==> src/sbot_pkg.sv <==
package sbot_pkg;

	localparam int MAX_BARRIERS_DEF = 1024;

	localparam int OP_W = 2;
	localparam int COORD_W = 16;
	localparam int PROD_W = 2 * COORD_W;
	localparam int ENTRY_W = 4 * COORD_W;

	localparam logic [OP_W-1:0] OP_CLEAR = 2'd0;
	localparam logic [OP_W-1:0] OP_APPEND = 2'd1;
	localparam logic [OP_W-1:0] OP_QUERY = 2'd2;

	typedef logic signed [COORD_W-1:0] coord_t;
	typedef logic signed [PROD_W-1:0] prod_t;

	// controller to datapath
	typedef struct packed {
		logic clear;
		logic write;
		logic start;
		logic rd_en;
		logic load_out;
		logic resp_status;
	} sbot_cmd_t;

	// datapath to controller
	typedef struct packed {
		logic full;
		logic empty;
		logic last;
		logic busy;
	} sbot_sts_t;

endpackage

==> src/sbot_ctrl.sv <==
module sbot_ctrl (
	input  logic                          clk,
	input  logic                          arst_n,
	input  logic                          in_valid,
	output logic                          in_stall,
	input  logic [sbot_pkg::OP_W-1:0]     operation,
	output logic                          out_valid,
	input  logic                          out_stall,
	input  sbot_pkg::sbot_sts_t           sts,
	output sbot_pkg::sbot_cmd_t           cmd
);
	import sbot_pkg::*;

	localparam logic [1:0] S_IDLE = 2'd0;
	localparam logic [1:0] S_SCAN = 2'd1;
	localparam logic [1:0] S_DRAIN = 2'd2;
	localparam logic [1:0] S_RESP = 2'd3;

	logic [1:0] state_q;
	logic [1:0] state_d;
	logic       resp_status_q;
	logic       resp_status_d;
	logic       out_valid_q;
	logic       accept;
	logic       slot_free;

	assign in_stall = (state_q != S_IDLE);
	assign accept = in_valid && !in_stall;
	assign slot_free = !out_valid_q || !out_stall;
	assign out_valid = out_valid_q;

	always_comb begin
		state_d = state_q;
		resp_status_d = resp_status_q;
		cmd = '0;
		unique case (state_q)
			S_IDLE: begin
				if (accept) begin
					unique case (operation)
						OP_CLEAR: begin
							cmd.clear = 1'b1;
						end
						OP_APPEND: begin
							if (sts.full) begin
								resp_status_d = 1'b1;
								state_d = S_RESP;
							end else begin
								cmd.write = 1'b1;
							end
						end
						OP_QUERY: begin
							cmd.start = 1'b1;
							resp_status_d = 1'b0;
							state_d = sts.empty ? S_RESP : S_SCAN;
						end
						default: begin
						end
					endcase
				end
			end
			S_SCAN: begin
				cmd.rd_en = 1'b1;
				if (sts.last) begin
					state_d = S_DRAIN;
				end
			end
			S_DRAIN: begin
				if (!sts.busy) begin
					state_d = S_RESP;
				end
			end
			S_RESP: begin
				cmd.resp_status = resp_status_q;
				if (slot_free) begin
					cmd.load_out = 1'b1;
					state_d = S_IDLE;
				end
			end
			default: begin
				state_d = S_IDLE;
			end
		endcase
	end

	always_ff @(posedge clk or negedge arst_n) begin
		if (!arst_n) begin
			state_q <= S_IDLE;
			resp_status_q <= 1'b0;
			out_valid_q <= 1'b0;
		end else begin
			state_q <= state_d;
			resp_status_q <= resp_status_d;
			if (cmd.load_out) begin
				out_valid_q <= 1'b1;
			end else if (!out_stall) begin
				out_valid_q <= 1'b0;
			end
		end
	end

endmodule

==> config.mk <==
export PLATFORM = sky130hd
export DESIGN_NAME = sbot_ctrl
export DESIGN_NICKNAME = d
export VERILOG_FILES = /design/src/sbot_pkg.sv /design/src/sbot_ctrl.sv
export SDC_FILE = /design/constraint.sdc
export NUM_CORES = 1
export LEC_CHECK = 0
export BUFFER_PORTS_ARGS = -buffer_cell sky130_fd_sc_hd__buf_2
export CAP_MARGIN = 20
export CORE_AREA = 2 2 39 41
export CTS_CLUSTER_DIAMETER = 80
export DETAILED_ROUTE_END_ITERATION = 8
export DIE_AREA = 0 0 41 43
export PLACE_DENSITY = 0.59
export SKIP_CTS_REPAIR_TIMING = 1
export SYNTH_ARGS = -nofsm -noshare
export SYNTH_HDL_FRONTEND = slang
export SYNTH_SLANG_ARGS = --single-unit
==> constraint.sdc <==
create_clock -name clk -period 2.2 [get_ports clk]
set_input_delay 0.44 -clock clk [delete_from_list [all_inputs] [get_ports clk]]
set_output_delay 0.44 -clock clk [all_outputs]
set_load 0.05 [all_outputs]
-- Word-level counts from Yosys, hierarchy flattened
Cells that the tools add are included.
Widths: inputs -> output; s select.
- register bits: 4
- input port bits: 10
- output and inout bits: 8
- word-level logic and storage cells: 48
- equality and inequality tests: 13
- multiplexer cells: 21
- reduce and logical (&&, ||, !) cells: 11
- operators with widths (kind ; count):
    $mux 2 ; 7
    $ne 2x2->1 const B ; 5
    $mux 1 ; 9
    $pmux 2 s4 ; 1
    $eq 2x2->1 const B ; 3
    $mux 3 ; 2
    $reduce_and 6->1 ; 1
    $eq 2x1->1 const B ; 2
    $logic_not 2->1 ; 2
    $pmux 2 s2 ; 1
    $reduce_and 4->1 ; 1
    $reduce_bool 2->1 ; 2
    $logic_not 1->1 ; 3
    $ne 3x1->1 const B ; 1
    $ne 3x3->1 const B ; 1
    $ne 2x1->1 const B ; 1
    $pmux 1 s2 ; 1
    $logic_and 1x1->1 ; 1
    $logic_or 1x1->1 ; 1

-- Logic depth before layout (Yosys ltp)
- word-level depth: 5
- gate-level depth with buffers: 6
- depth with buffers taken out: 6

-- Least setup slack after synthesis
OpenSTA, ideal clock, no wires.
- kind: register to output
- from: register out_valid_q, in the netlist out_valid
- to: output cmd[1] (netlist bit)
- arrival time: 1781 ps
- required time: 1760 ps
- slack: -21 ps
- cell stages (with the launch flop): 2
- buffers on the path: 0
- cell sequence: dfrtp_1 > a21boi_0
- RTL lines (element ; RTL line ; text):
    start, declared ; sbot_ctrl.sv:23 ; logic out_valid_q;
    start signal, assigned ; sbot_ctrl.sv:89 ; out_valid_q <= 1'b0;
    start signal, assigned ; sbot_ctrl.sv:94 ; out_valid_q <= 1'b1;
    start signal, assigned ; sbot_ctrl.sv:96 ; out_valid_q <= 1'b0;
    end, declared ; sbot_ctrl.sv:10 ; output sbot_pkg::sbot_cmd_t cmd

==> summary.md <==
| Metric | Value |
|---|---|
| CP peak stage delay | just under 400 ps |
| R2R Path End | state_q[1]$_DFFE_PN0P_ |
| Adder-Cell Fraction of Synth Area | 19.08% |
| Residual DRC | 0 |
| Post-DRT Antenna Nets | 0 |
| Maxcap violations | 0 |
| Setup TNS | 0 ps |
| Final Hold Vio Count | 0 |
| Compound-gate portion of the synthesized area | roughly a fifth |
| Met1 WL | a little under 400 um |
| Post-synth net total | 50 |
| Slew Viols, Final | 0 |
| Total GRT Usage | approximately a tenth |
| Die Wd | approximately 41 um |
| Proportion of layout cells with a drive suffix above 1 | ~44% |
| CP Cell Sequence | inv_1, ha_2, nor4bb_2, and2_1, buf_4 |
| Post-Syn Area | 327.8 um2 |
| Die extent in y | approximately 43 um |
| Area contributors post-synth | dfrtp_1 (31%), ha_1 (19%), mux2i_1 (6.1%) |
| Row count | 14 |
| RSZ-0062 raised after global routing | no |
| Routed vias/inst | 4.366 |
| DR WL/cell | 10.45 um |
| Register area share after synthesis | between 30% and 40% |
| Reg clk slew, reported paths | 40 ps |
| Slowest cell on crit path | dfrtp_1 |
| CP Data Required Time | about 1800 ps |
| Clk sink count | 4 |
| Synth area leader | dfrtp_1 |
| # nets final | 72 |
| Layout area overhead | 42.37% |
| Clk buf depth | 2 |
| Post-synthesis simple-gate area fraction | roughly 16% |
| Post-DP HPWL | about 600 um |
| Final setup viols | 0 |
| Synth top area share | between 30% and 40% |
| DR vias | 310 |
| FILL cells | approximately 150 |
| DRT Pass-1 Iters | 4 |
| Post-Syn Area per Cell | about 9.4 um2 |
| Initial antenna violation count | 0 |
| Hold Crit Class | in2async |
| Pwr/cell area | 1509 nW/um2 |
| Final setup margin | ~110 ps |
| H-tree depth | 1 |
| Max Used Layer | met4 |
| Run status | finished clean |
| DR WL met2 | roughly 270 um |
| Clock Latency Late Sink | approximately 230 ps |
| Commonest cells after routing, fill and taps aside | buf_2 (16), inv_1 (4), nor2_1 (4), ha_1 (4), dfrtp_1 (4) |
| Synth cell types | 19 |
| F_max | 0.4786 GHz |
| IO Port Bufs | 17 |
| GPL Wtd Cong | 0.7194 |
| Initial core utilization | a little under a quarter |
| Slew @ Worst Pin | between 300 and 400 ps |
| Largest net degree at the start of global routing | 7 |
| Critical Path Sink Type | primary output |
| Clk_skew | 2.306 ps |
| Maximum VDD drop | 0.0008005 V |
| Post-synthesis mux area share | 6.107% |
| Critical path fanouts, max | 4 |
| IO Pins | 18 |
| Synth warn | 0 |
| Final wirelength | around 740 um |
| Post-layout minimum cycle time | roughly 2100 ps |
| Fraction of registers with async set or reset after synthesis | 100.0% |
| First-pass GRT wire length | about 1200 um |
| Vias in the first global route | 273 |
| Reg2reg setup slack | 440 ps |
| LEAKAGE | ~0.26 nW |
| Most used DFF post-synth | dfrtp_1 |
| Diode count | 0 |
| Xor/xnor share of the synthesized area | between 2 and 3% |
| DR iter-0 viols | 1 |
| Worst slew margin | approximately four fifths |
| Met3 wire len | roughly 74 um |
| Clk root buf | clkbuf_4 |
| Die area | 1763 um2 |
| Dpl ws | around 240 ps |
| Most common cell after layout, fill and taps aside | buf_2 |
| Reg-to-Reg Start | state_q[0]$_DFFE_PN0P_ |
| Total gr overflow | 0 |
| Largest family of logic cells by synthesized area | compound AO/OA/AOI/OAI gates |
| Core area | about 1400 um2 |
| Worst setup SP type | register |
| CTS tree | done |
| Kind of critical path | reg2out |
| Final worst path period share | 94.98% |
| R2R depth | 6 |
| Register bit total from synthesis | 4 |
| Post-synth EDFFs | 0 |
| Arr. time, crit path | 1650 ps |
| Num CTS Buffers | 3 |
| Syn Inst Count | 35 |
area by class of cell:
class	count	area, um2	share of cell area (%)
clock buffer	3	22.52	4.826
inverter	5	18.77	4.021
multi-input combinational	26	217.7	46.65
sequential	4	100.1	21.45
tap	16	20.02	4.290
timing repair buffer	17	87.58	18.77
flip-flops by register name (all words and copies together) (netlist names):
register,cells
out_valid,1
state_q,2
resp_status_q,1
power by group:
part	switching, mW	internal [mW]
combinational	0.325	0.155
clock	0.0283	0.0609
sequential	0.0273	0.108
kinds of logic (layout without fill, tap and decap cells):
| kind of cell | count (synthesis) | after routing |
|---|---|---|
| buffers and inverters | 5 | 25 |
| XOR/XNOR | 1 | 1 |
| adder cells (fa/ha/maj) | 5 | 5 |
| AO/OA/AOI/OAI | 8 | 8 |
| flip-flops | 4 | 4 |
| AND/OR/NAND/NOR | 10 | 10 |
| multiplexers | 2 | 2 |
worst max path at each step:
stage	start	endpoint	slack (ps)	depth (start not counted)
after floorplan	state_q[0]$_DFFE_PN0P_	cmd[3]	300	4
after global placement	state_q[0]$_DFFE_PN0P_	cmd[4]	280	5
after detailed placement	state_q[0]$_DFFE_PN0P_	cmd[4]	240	5
after CTS	state_q[0]$_DFFE_PN0P_	cmd[4]	-10	5
after global routing	state_q[0]$_DFFE_PN0P_	cmd[4]	4	5
final	state_q[0]$_DFFE_PN0P_	cmd[4]	110	5
routing by layer:
| metal | vias up | track usage (%) |
|---|---|---|
| li1 | 162 | - |
| met1 | 128 | 14.98 |
| met2 | 18 | 11.25 |
| met3 | 2 | 3.141 |
| met4 | 0 | 8.000 |
| met5 | - | 0 |
worst max-delay path: cells and delay by family (launching register included):
family | cells | cell delay, ps
adders and majority gates | 1 | 220
buffers and inverters | 2 | 330
and+or+nand+nor | 2 | 470
DFF | 1 | 390
per-stage QoR:
step	instance area [um2]	hold slack, ps	utilization (%)	power (mW)	std cells
after floorplan	327.8	144.4	-	0.5067	35
after global placement	432.9	249.1	31.28	0.6070	68
after detailed placement	432.9	250.3	31.28	0.6077	68
after CTS	455.4	-1.500	32.91	0.7056	71
after global routing	466.7	1.396	33.73	0.7639	71
final	466.7	5.693	33.73	0.7041	71
synthesized netlist by cell type (2+ instances only):
library cell,count
ha_1,5
dfrtp_1,4
inv_1,4
nor2_1,4
and2_1,2
mux2i_1,2
o21ai_0,2
(Power assumes the default switching activity.)
